==> config.mk <==
export PLATFORM = sky130hd
export DESIGN_NAME = tcm_8psk_viterbi_decoder_unit
export DESIGN_NICKNAME = d
export VERILOG_FILES = /design/src/rtl/core/tcmv_pkg.sv /design/src/rtl/core/tcmv_ram.sv /design/src/rtl/core/tcmv_bmu.sv /design/src/rtl/core/tcm_8psk_viterbi_decoder_unit.sv
export SDC_FILE = /design/constraint.sdc
export NUM_CORES = 2
export LEC_CHECK = 0
export BUFFER_PORTS_ARGS = -buffer_cell sky130_fd_sc_hd__buf_4
export CAP_MARGIN = 10
export CELL_PAD_IN_SITES_DETAIL_PLACEMENT = 0
export CELL_PAD_IN_SITES_GLOBAL_PLACEMENT = 1
export CORE_MARGIN = 2
export CORE_UTILIZATION = 57
export CTS_CLUSTER_DIAMETER = 40
export DETAILED_ROUTE_END_ITERATION = 6
export PLACE_DENSITY = 0.86
export SYNTH_ARGS = -nofsm -noshare
export SYNTH_HDL_FRONTEND = slang
export SYNTH_SLANG_ARGS = --single-unit
==> constraint.sdc <==
create_clock -name i_clk -period 53.8 [get_ports i_clk]
set_clock_uncertainty 0.05 [all_clocks]
set_input_delay 5.38 -clock i_clk [delete_from_list [all_inputs] [get_ports i_clk]]
set_output_delay 5.38 -clock i_clk [all_outputs]
set_load 0.02 [all_outputs]
==> src/rtl/core/tcmv_pkg.sv <==
// Shared types and constants for the 8-PSK trellis decoder.
`default_nettype none
package tcmv_pkg;
    localparam int NSTATES = 4;
    // survivor entry per state: {uncoded bit, predecessor[1:0]}
    typedef logic [2:0] t_surv;
    typedef logic [11:0] t_column;

    // coordinate codes: 2 = +1.0, 1 = +0.7, 0 = 0, -1, -2
    function automatic logic signed [2:0] pt_i(input logic [2:0] k);
        logic signed [2:0] r;
        case (k)
            3'd0: r = 3'sd1;
            3'd1: r = 3'sd2;
            3'd2: r = 3'sd1;
            3'd3: r = 3'sd0;
            3'd4: r = -3'sd1;
            3'd5: r = -3'sd2;
            3'd6: r = -3'sd1;
            default: r = 3'sd0;
        endcase
        return r;
    endfunction

    function automatic logic signed [2:0] pt_q(input logic [2:0] k);
        logic signed [2:0] r;
        case (k)
            3'd0: r = -3'sd1;
            3'd1: r = 3'sd0;
            3'd2: r = 3'sd1;
            3'd3: r = 3'sd2;
            3'd4: r = 3'sd1;
            3'd5: r = 3'sd0;
            3'd6: r = -3'sd1;
            default: r = -3'sd2;
        endcase
        return r;
    endfunction

    function automatic logic [1:0] pred_lo(input logic [1:0] s);
        logic [1:0] r;
        case (s)
            2'd0: r = 2'd0;
            2'd1: r = 2'd2;
            2'd2: r = 2'd1;
            default: r = 2'd3;
        endcase
        return r;
    endfunction

    function automatic logic [1:0] pred_hi(input logic [1:0] s);
        logic [1:0] r;
        case (s)
            2'd0: r = 2'd1;
            2'd1: r = 2'd3;
            2'd2: r = 2'd0;
            default: r = 2'd2;
        endcase
        return r;
    endfunction
endpackage
`default_nettype wire

==> src/rtl/core/tcmv_ram.sv <==
// Generic single-port-write, single-read RAM with registered read.
`default_nettype none
module tcmv_ram #(
    parameter int WIDTH = 12,
    parameter int DEPTH = 9
) (
    input  wire logic                     i_clk,
    input  wire logic                     i_we,
    input  wire logic [$clog2(DEPTH)-1:0] i_waddr,
    input  wire logic [WIDTH-1:0]         i_wdata,
    input  wire logic [$clog2(DEPTH)-1:0] i_raddr,
    output logic      [WIDTH-1:0]         o_rdata
);
    logic [WIDTH-1:0] r_mem [DEPTH];
    always_ff @(posedge i_clk) begin
        if (i_we) r_mem[i_waddr] <= i_wdata;
        o_rdata <= r_mem[i_raddr];
    end
endmodule
`default_nettype wire

==> src/rtl/core/tcmv_bmu.sv <==
// Branch metric for one constellation point, squared distance over I and Q.
`default_nettype none
module tcmv_bmu #(
    parameter int SAMPLE_WIDTH = 12,
    parameter int METRIC_WIDTH = 16
) (
    input  wire logic signed [SAMPLE_WIDTH-1:0] i_x,
    input  wire logic signed [SAMPLE_WIDTH-1:0] i_y,
    input  wire logic [2:0]                     i_point,
    output logic      [METRIC_WIDTH-1:0]        o_metric
);
    import tcmv_pkg::*;
    localparam int DW = SAMPLE_WIDTH + 2;
    localparam int SW = 2 * DW + 1;
    localparam logic signed [DW-1:0] ONE = DW'(1) <<< (SAMPLE_WIDTH - 2);
    localparam logic signed [DW-1:0] P7 =
        DW'(((longint'(1) << (SAMPLE_WIDTH - 2)) * 7 + 5) / 10);

    function automatic logic signed [DW-1:0] coord(input logic signed [2:0] c);
        logic signed [DW-1:0] r;
        case (c)
            3'sd2: r = ONE;
            3'sd1: r = P7;
            -3'sd1: r = -P7;
            -3'sd2: r = -ONE;
            default: r = '0;
        endcase
        return r;
    endfunction

    logic signed [DW-1:0] dx, dy;
    logic signed [2*DW-1:0] px, py;
    logic [SW-1:0] sq, sh;
    always_comb begin
        dx = DW'(i_x) - coord(pt_i(i_point));
        dy = DW'(i_y) - coord(pt_q(i_point));
        px = dx * dx;
        py = dy * dy;
        sq = SW'(unsigned'(px)) + SW'(unsigned'(py));
        sh = sq >> (SAMPLE_WIDTH - 2);
        if (sh > SW'({METRIC_WIDTH{1'b1}})) o_metric = '1;
        else o_metric = sh[METRIC_WIDTH-1:0];
    end
endmodule
`default_nettype wire

==> src/rtl/core/tcm_8psk_viterbi_decoder_unit.sv <==
// Top level of the 4-state 8-PSK trellis decoder with sequential traceback.
//
//  channel | dir | beat contents          | handshake
//  in      | in  | i_sample_i, i_sample_q | i_in_valid / o_in_ready
//  out     | out | o_decoded_symbol       | o_out_valid / i_out_ready
//
// Sequence: S_IDLE takes the beat, S_ACS forms branch metric and ACS over every
// point (one point per cycle), S_NORM normalizes and writes the column and,
// while the ring fills, returns to S_IDLE. Once full, S_TB traces back through
// the registered RAM port and S_LAST loads the result.
// Reset: synchronous; path metrics state 0 zero, others all ones; ring unset.
// Stalls: a result waits in the output register; hold in S_LAST only
// when the next result is ready before the previous beat has left.
`default_nettype none
module tcm_8psk_viterbi_decoder_unit #(
    parameter int TRACEBACK_DEPTH = 9,
    parameter int METRIC_WIDTH = 16,
    parameter int SAMPLE_WIDTH = 12
) (
    input  wire logic                           i_clk,
    input  wire logic                           i_rst_n,
    input  wire logic                           i_in_valid,
    output logic                                o_in_ready,
    input  wire logic signed [SAMPLE_WIDTH-1:0] i_sample_i,
    input  wire logic signed [SAMPLE_WIDTH-1:0] i_sample_q,
    output logic                                o_out_valid,
    input  wire logic                           i_out_ready,
    output logic [1:0]                          o_decoded_symbol
);
    import tcmv_pkg::*;
    localparam int AW = $clog2(TRACEBACK_DEPTH);
    localparam int CW = $clog2(TRACEBACK_DEPTH + 1);
    localparam logic [AW-1:0] LAST = AW'(TRACEBACK_DEPTH - 1);
    localparam int TBW = $clog2(TRACEBACK_DEPTH);

    localparam logic [2:0] S_IDLE = 3'd0;
    localparam logic [2:0] S_ACS  = 3'd1;
    localparam logic [2:0] S_NORM = 3'd2;
    localparam logic [2:0] S_TB   = 3'd3;
    localparam logic [2:0] S_LAST = 3'd4;

    logic [2:0] r_state, n_state;
    logic signed [SAMPLE_WIDTH-1:0] r_x, r_y;
    logic [METRIC_WIDTH-1:0] r_pm [NSTATES];
    logic [METRIC_WIDTH:0]   r_best [NSTATES];
    t_surv   r_surv [NSTATES];
    logic [2:0] r_k;           // point index within the ACS pass
    logic [AW-1:0] r_wp, r_col;
    logic [CW-1:0] r_fill;
    logic [TBW:0] r_n;
    logic [1:0] r_ws, r_beststate;
    logic r_out_valid;
    logic [1:0] r_sym;

    logic [METRIC_WIDTH-1:0] bm;
    tcmv_bmu #(.SAMPLE_WIDTH(SAMPLE_WIDTH), .METRIC_WIDTH(METRIC_WIDTH)) u_bmu (
        .i_x(r_x), .i_y(r_y), .i_point(r_k), .o_metric(bm)
    );

    // point k feeds states with a = k&1: states {k[0], k[0]+2}; j = k>>1
    logic [1:0] sa, sb;
    logic [1:0] j;
    logic [1:0] pa, pb;
    logic [METRIC_WIDTH:0] suma, sumb;
    always_comb begin
        sa = {1'b0, r_k[0]};
        sb = {1'b1, r_k[0]};
        j  = r_k[2:1];
        pa = j[0] ? pred_hi(sa) : pred_lo(sa);
        pb = j[0] ? pred_hi(sb) : pred_lo(sb);
        suma = {1'b0, r_pm[pa]} + {1'b0, bm};
        sumb = {1'b0, r_pm[pb]} + {1'b0, bm};
    end

    // saturated new metrics and minimum
    logic [METRIC_WIDTH-1:0] nm [NSTATES];
    logic [METRIC_WIDTH-1:0] lo;
    logic [1:0] lo_s;
    always_comb begin
        for (int s = 0; s < NSTATES; s++)
            nm[s] = r_best[s][METRIC_WIDTH] ? '1 : r_best[s][METRIC_WIDTH-1:0];
        lo = nm[0];
        lo_s = 2'd0;
        for (int s = 1; s < NSTATES; s++)
            if (nm[s] < lo) begin
                lo = nm[s];
                lo_s = 2'(s);
            end
    end

    logic ram_we;
    t_column wdata, rdata;
    logic [AW-1:0] raddr;
    assign ram_we = (r_state == S_NORM);
    assign wdata = {r_surv[3], r_surv[2], r_surv[1], r_surv[0]};
    assign raddr = r_col;
    tcmv_ram #(.WIDTH(12), .DEPTH(TRACEBACK_DEPTH)) u_ring (
        .i_clk(i_clk), .i_we(ram_we), .i_waddr(r_wp), .i_wdata(wdata),
        .i_raddr(raddr), .o_rdata(rdata)
    );

    t_surv rd_entry;
    assign rd_entry = t_surv'(rdata >> (3 * r_ws));

    logic out_load;
    assign out_load = (r_state == S_LAST) && (!r_out_valid || i_out_ready);

    assign o_in_ready = (r_state == S_IDLE);
    assign o_out_valid = r_out_valid;
    assign o_decoded_symbol = r_sym;

    logic [AW-1:0] wp_next;
    assign wp_next = (r_wp == LAST) ? '0 : r_wp + 1'b1;

    always_comb begin
        n_state = r_state;
        case (r_state)
            S_IDLE: if (i_in_valid && o_in_ready) n_state = S_ACS;
            S_ACS:  if (r_k == 3'd7) n_state = S_NORM;
            S_NORM: n_state = (r_fill < CW'(TRACEBACK_DEPTH - 1)) ? S_IDLE : S_TB;
            S_TB:   if (r_n == (TBW+1)'(TRACEBACK_DEPTH)) n_state = S_LAST;
            S_LAST: if (out_load) n_state = S_IDLE;
            default: n_state = S_IDLE;
        endcase
    end

    always_ff @(posedge i_clk) begin
        if (!i_rst_n) begin
            r_state <= S_IDLE;
            r_wp <= '0;
            r_fill <= '0;
            r_out_valid <= 1'b0;
            for (int s = 0; s < NSTATES; s++) r_pm[s] <= (s == 0) ? '0 : '1;
        end else begin
            r_state <= n_state;
            // load a new result, or drop the one just taken
            if (out_load) r_out_valid <= 1'b1;
            else if (r_out_valid && i_out_ready) r_out_valid <= 1'b0;
            case (r_state)
                S_IDLE: if (i_in_valid && o_in_ready) begin
                    r_x <= i_sample_i;
                    r_y <= i_sample_q;
                    r_k <= 3'd0;
                end
                S_ACS: begin
                    // keep the first minimum in scan order
                    if (j == 2'd0 || suma < r_best[sa]) begin
                        r_best[sa] <= suma;
                        r_surv[sa] <= {j[1], pa};
                    end
                    if (j == 2'd0 || sumb < r_best[sb]) begin
                        r_best[sb] <= sumb;
                        r_surv[sb] <= {j[1], pb};
                    end
                    r_k <= r_k + 3'd1;
                end
                S_NORM: begin
                    for (int s = 0; s < NSTATES; s++) r_pm[s] <= nm[s] - lo;
                    r_beststate <= lo_s;
                    r_ws <= lo_s;
                    r_col <= r_wp;
                    r_n <= '0;
                    r_wp <= wp_next;
                    if (r_fill < CW'(TRACEBACK_DEPTH - 1)) r_fill <= r_fill + 1'b1;
                end
                S_TB: begin
                    // column reads run one step ahead of the state walk
                    r_n <= r_n + 1'b1;
                    if (r_n != '0 && r_n != (TBW+1)'(TRACEBACK_DEPTH))
                        r_ws <= rd_entry[1:0];
                    if (r_n < (TBW+1)'(TRACEBACK_DEPTH - 1))
                        r_col <= (r_col == '0) ? LAST : r_col - 1'b1;
                end
                S_LAST: begin
                    if (out_load) r_sym <= {rd_entry[2], r_ws[1]};
                end
                default: ;
            endcase
        end
    end

`ifndef SYNTHESIS
    a_no_accept_busy: assert property (@(posedge i_clk) disable iff (!i_rst_n)
        (r_state != S_IDLE) |-> !o_in_ready) else $error("ready while busy");
    a_out_from_tb: assert property (@(posedge i_clk) disable iff (!i_rst_n)
        $rose(r_out_valid) |-> $past(r_state) == S_LAST) else $error("stray result");
    a_norm_zero: assert property (@(posedge i_clk) disable iff (!i_rst_n)
        $past(r_state) == S_NORM && $past(i_rst_n) |-> r_pm[r_beststate] == '0)
        else $error("metric not normalized");
`endif
endmodule
`default_nettype wire

; Word level (Yosys, flattened, before mapping)
; Memory sizes are Yosys's and may differ from the RTL's. A register that Yosys moved wholly into a read port is not among the register bits.
; Index checks and enable logic that the tools add are counted.
[totals]
word_cells = 160
register_bits = 52
out_inout_bits = 4
n_memories = 4
ramBits = 252
in_bits = 28
[memory_table]
columns = memory, words, width, read_ports, rd_ports_with_merged_regs, wr, line_no
row1 = u_ring.r_mem, 9, 12, 1, 1, 1, tcmv_ram.sv:14  ; logic [WIDTH-1:0] r_mem [DEPTH];
row2 = r_best, 4, 17, 6, 2, 2, tcm_8psk_viterbi_decoder_unit.sv:45  ; logic [METRIC_WIDTH:0] r_best [NSTATES];
row3 = r_pm, 4, 16, 2, 0, 4, tcm_8psk_viterbi_decoder_unit.sv:44  ; logic [METRIC_WIDTH-1:0] r_pm [NSTATES];
row4 = r_surv, 4, 3, 4, 0, 2, tcm_8psk_viterbi_decoder_unit.sv:46  ; t_surv r_surv [NSTATES];
[classes]
eq_ne = 28
reduce_logical = 29
mux = 57
order_cmp = 8
n_shift = 1
mul = 3
add_sub_neg = 14
bitwise = 5
[op_table]
columns = operator, count
row1 = 16-bit two-way mux, 12
row2 = 14-bit one-hot mux with 4 select lines, 2
row3 = 16-bit subtractor, 4
row4 = 14-bit by 14-bit multiplier with 28-bit output, 2
row5 = 16-bit less-than comparator, 3
row6 = 16-bit by 16-bit adder with 17-bit output, 2
row7 = 17-bit less-than comparator, 2
row8 = 28-bit by 28-bit adder with 29-bit output, 1
row9 = 12-bit by 14-bit subtractor with 14-bit output, 2
row10 = "3-bit equality test, second input constant", 9
row11 = 3-bit one-hot mux with 4 select lines, 2
row12 = 2-bit two-way mux, 10
row13 = "19-bit by 16-bit greater-than comparator with 1-bit output, second input constant", 1
row14 = "3-bit by 2-bit equality test with 1-bit output, second input constant", 6
row15 = 1-bit two-way mux, 16
row16 = 3-bit two-way mux, 5
row17 = 3-bit one-hot mux with 5 select lines, 1
row18 = 3-bit AND reduction, 5
row19 = "3-bit by 1-bit equality test with 1-bit output, second input constant", 4
row20 = 4-bit two-way mux, 3
row21 = 2-bit one-hot mux with 2 select lines, 3
row22 = 12-bit by 4-bit right shift with 3-bit output, 1
row23 = "2-bit != test, second input constant", 5
row24 = 5-bit one-hot mux with 2 select lines, 1
row25 = 26 further kinds, 43

; Depth between registers and ports, before layout
[depth]
depth_word = 17
ltp_mapped = 73
depth_no_buf = 67

; By module
; From an unflattened synthesis, not the netlist that was laid out.
[unflattened]
hier_cells = 3469
hier_area_um2 = 34708.3
[modules_own_cells]
columns = mod, seq_area_each_um2, instances, cells_per_inst, area_each_um2
row1 = tcmv_bmu, 0.0, 1, 1734, 15173.3
row2 = tcm_8psk_viterbi_decoder_unit, 5785.5, 1, 1489, 15043.2
row3 = tcmv_ram, 3483.3, 1, 246, 4491.8

; Least setup slack after synthesis
; Ideal clock, no wire load.
[synth_timing]
path_type = register to register
from = register r_k[0]
to = memory r_best[1][0] (netlist bit), enable pin
required_time_ns = 53.353
period_less_slack_ns = 17.000
setup_slack_ns = 36.800
n_path_buf = 6
arrival_ns = 16.553
setup_time_ns = 0.397
stages_incl_launch_ff = 68
cell_sequence = edfxtp_1 > clkbuf_1 > buf_1 > clkbuf_1 > buf_1 > inv_1 > ha_1 > nor2_1 > nor3_1 > o21ai_0 > ha_1 > a21oi_1 > nand2_1 > a21o_1 > a21o_1 > a21o_1 > a21o_1 > a21o_1 > [32 not listed] > fa_1 > a21oi_1 > nor2b_1 > o31ai_2 > maj3_1 > o21a_2 > o21bai_1 > a21oi_1 > xnor2_1 > ha_1 > nand4_1 > a21oi_1 > o31a_1 > o21ai_0 > a21oi_1 > o21ai_0 > a221oi_1 > nor2_1
[synth_rtl]
columns = item, line_no
row1 = from (decl), tcm_8psk_viterbi_decoder_unit.sv:47  ; logic [2:0] r_k;
row2 = from (signal assigned), tcm_8psk_viterbi_decoder_unit.sv:155  ; r_k <= r_k + 3'd1;
row3 = to (decl), tcm_8psk_viterbi_decoder_unit.sv:45

==> summary.md <==
| Metric | Value |
|---|---|
| Dominant cell type by area after synthesis | edfxtp_1 |
| Final Hold Fails | 0 |
| IO Port Bufs | 31 |
| Compound-Gate Fraction of Synth Area | 0.0985 |
| Min-delay worst type | reg2reg |
| Status | finished, final reports clean |
| Post-CTS Setup Bufs | 0 |
| Final min period | 17.71 ns |
| Number of setup violations in the final report | 0 |
| First DRT Iteration DRCs | 1765 |
| Syn. warnings | 0 |
| Number of synthesized flops with an enable pin | around 290 |
| Syn avg cell area | 10.3 um2 |
| R2R cell count | 61 |
| Synth Cell Area | 34100 um2 |
| Area grow syn2layout | 9.45% |
| Post-CTS resize count | 0 |
| Routed Antenna Nets | 0 |
| Adder-Cell Fraction of Synth Area | 0.343 |
| Crit Path Class | reg2reg |
| Congestion Overflow GR | 0 |
| Initial Util | 0.577 |
| Placed instance count | 4080 |
| Post-synth ARST share | 0 |
| Final-report max-slew violation count | 0 |
| Startpoint Class | register |
| Crit end category | register |
| Worst path max stage delay | roughly 0.92 ns |
| Max FO, Critical Path | 23 |
| Post-synthesis xor/xnor area fraction | 0.0424 |
| Maximum clock path buffer count | 3 |
| Finished Layout Cells | 4186 |
| Cell mode on critical path | fa_1 |
| Io pins | 32 |
| Slowest stage cell on the critical path | nor2_2 |
| F_max | approximately 0.056 GHz |
| Most frequent cell after synthesis | inv_1 |
| Final period util | 0.329 |
| Hold Crit Depth | 2 |
| Max-Cap Viols | 0 |
| Number of register bits inferred by synthesis | roughly 320 |
| Drt total wl | between 80000 and 90000 um |
| Setup TNS | 0 ns |
| First-pass GRT wire length | roughly 140000 um |
| Clock Tree Root | clkbuf_16 |
| Post-synthesis mux area share | 0.0592 |
| Synth top area share | 0.258 |
| Worst EP required | 53.96 ns |
| Synth area leaders | edfxtp_1 (26%), fa_1 (21%), ha_1 (13%) |
| Initial antenna violation count | 0 |
| DR vias/cell | just under 6 |
| Worst-margin pin slew | about 1.2 ns |
| Wire per inst | 20.2 um |
| Cell Rows | 89 |
| GPL Wtd Cong | 0.936 |
| DIE WIDTH | 248 um |
| Share of post-route cells with drive strength above 1 | 0.0917 |
| Detailed placement HPWL | 67000 um |
| Final nets | 4113 |
| Full die area | 61700 um2 |
| Library cells used by synthesis | 92 |
| Slew margin rel. | 0.222 |
| Sequential area share after synthesis | 0.272 |
| Post-synth top flop | edfxtp_1 |
| Largest family of logic cells by synthesized area | adder cells |
| Clk slew on worst S/H paths | 0.06 ns |
| DRC errors left | 0 |
| Worst-Skew Late Latency | a little over 0.6 ns |
| H-tree lvl count | 2 |
| Ant diodes | 0 |
| Synth Area in Simple Gates | 0.112 |
| CTS Buf Count | 55 |
| Total iterations of the first detailed-routing run | 6 |
| Core Region | 59000 um2 |
| Total GRT Usage | 0.282 |
| Synth cell count leaders | inv_1 (573), ha_1 (363), fa_1 (356) |
| Cells after Synth | 3318 |
| Number of global-route vias before repair | around 25000 |
| Chip height | 248 um |
| # hold bufs at CTS | 0 |
| CP arrival | 17.86 ns |
| TritonCTS clock tree | yes |
| RSZ-0062 raised after global routing | no |
| CTS Sinks | 317 |
| Largest net degree at the start of global routing | 67 |
| Vias post-DR | 24200 |
## placed cells by master, fill, tap and decap left out, types with 55 or more instances in the layout
cell,instances
mux4_2,59
a21o_1,66
edfxtp_1,292
ha_1,363
nand2_1,260
clkbuf_16,55
xnor2_1,109
buf_4,59
fa_1,356
inv_1,573
o21ai_0,157
nor2_1,251
mux2i_1,65
a21oi_1,120
## kinds of logic after synthesis
group / after synthesis
buf+inv: 655
mux: 127
xor+xnor: 160
fa+ha+maj: 721
compound gates: 521
flops: 317
simple gates: 815
other cells: 2
## per-layer routing
metal | wire [um] | part of all wire | GRT usage | up-vias
li1 | - | - | - | 11300
met5 | 0 | 0 | 0 | -
met4 | 3140 | 0.037 | 0.0962 | 0
met3 | 5650 | 0.067 | 0.0590 | 164
met2 | 39700 | 0.47 | 0.457 | 737
met1 | 36200 | 0.43 | 0.379 | 12000
## stage by stage
stage / utilization / cell area, um2 / hold WS, ns / setup slack, ns
2_1_floorplan: - / 34100 / 0.372 / 36.80
6_report: 0.631 / 37300 / 0.400 / 36.09
3_5_place_dp: 0.597 / 35200 / 0.385 / 36.33
5_1_grt: 0.631 / 37300 / 0.433 / 34.82
3_3_place_gp: 0.597 / 35200 / 0.383 / 36.84
4_1_cts: 0.631 / 37200 / 0.405 / 36.22
## path summary, 6_finish.rpt
check	slack [ns]	from	end
worst max-delay path	36.09	r_k[0]$_DFFE_PP_	r_best[0][5]$_DFFE_PP_
worst min register to register	0.40	u_ring.r_mem[8][1]$_DFFE_PP_	u_ring.o_rdata[1]$_DFF_P_
worst min-delay path	0.40	u_ring.r_mem[8][1]$_DFFE_PP_	u_ring.o_rdata[1]$_DFF_P_
worst max register to register	36.09	r_k[0]$_DFFE_PP_	r_best[0][5]$_DFFE_PP_
## area by class of cell
| class | instances | area (um2) |
|---|---|---|
| fill | 4693 | 21800 |
| timing repair buffer | 61 | 473 |
| sequential | 317 | 9270 |
| multi-input combinational | 2348 | 22400 |
| inverter | 583 | 2190 |
| tap | 773 | 967 |
| clock inverter | 43 | 597 |
| clock buffer | 61 | 1420 |
## flip-flops by register name (all words and copies together), names as in the netlist, 4 cells and up, named ones only
signal	cells
u_ring.r_mem	108
r_col	4
u_ring.o_rdata	12
r_y	12
r_wp	4
r_fill	4
r_surv	12
r_x	12
r_n	5
r_best	68
r_pm	64
## worst max-delay path, delay by kind of cell, from the launching register on
kind | cells | cell delay (ns)
xor+xnor | 3 | 0.96
simple gates | 12 | 3.45
flops | 1 | 0.39
compound gates | 26 | 5.93
buf+inv | 6 | 0.99
fa+ha+maj | 14 | 5.51
Power is not shown: default switching activity piles up to over one toggle a cycle in this logic, so the estimate is an artifact.
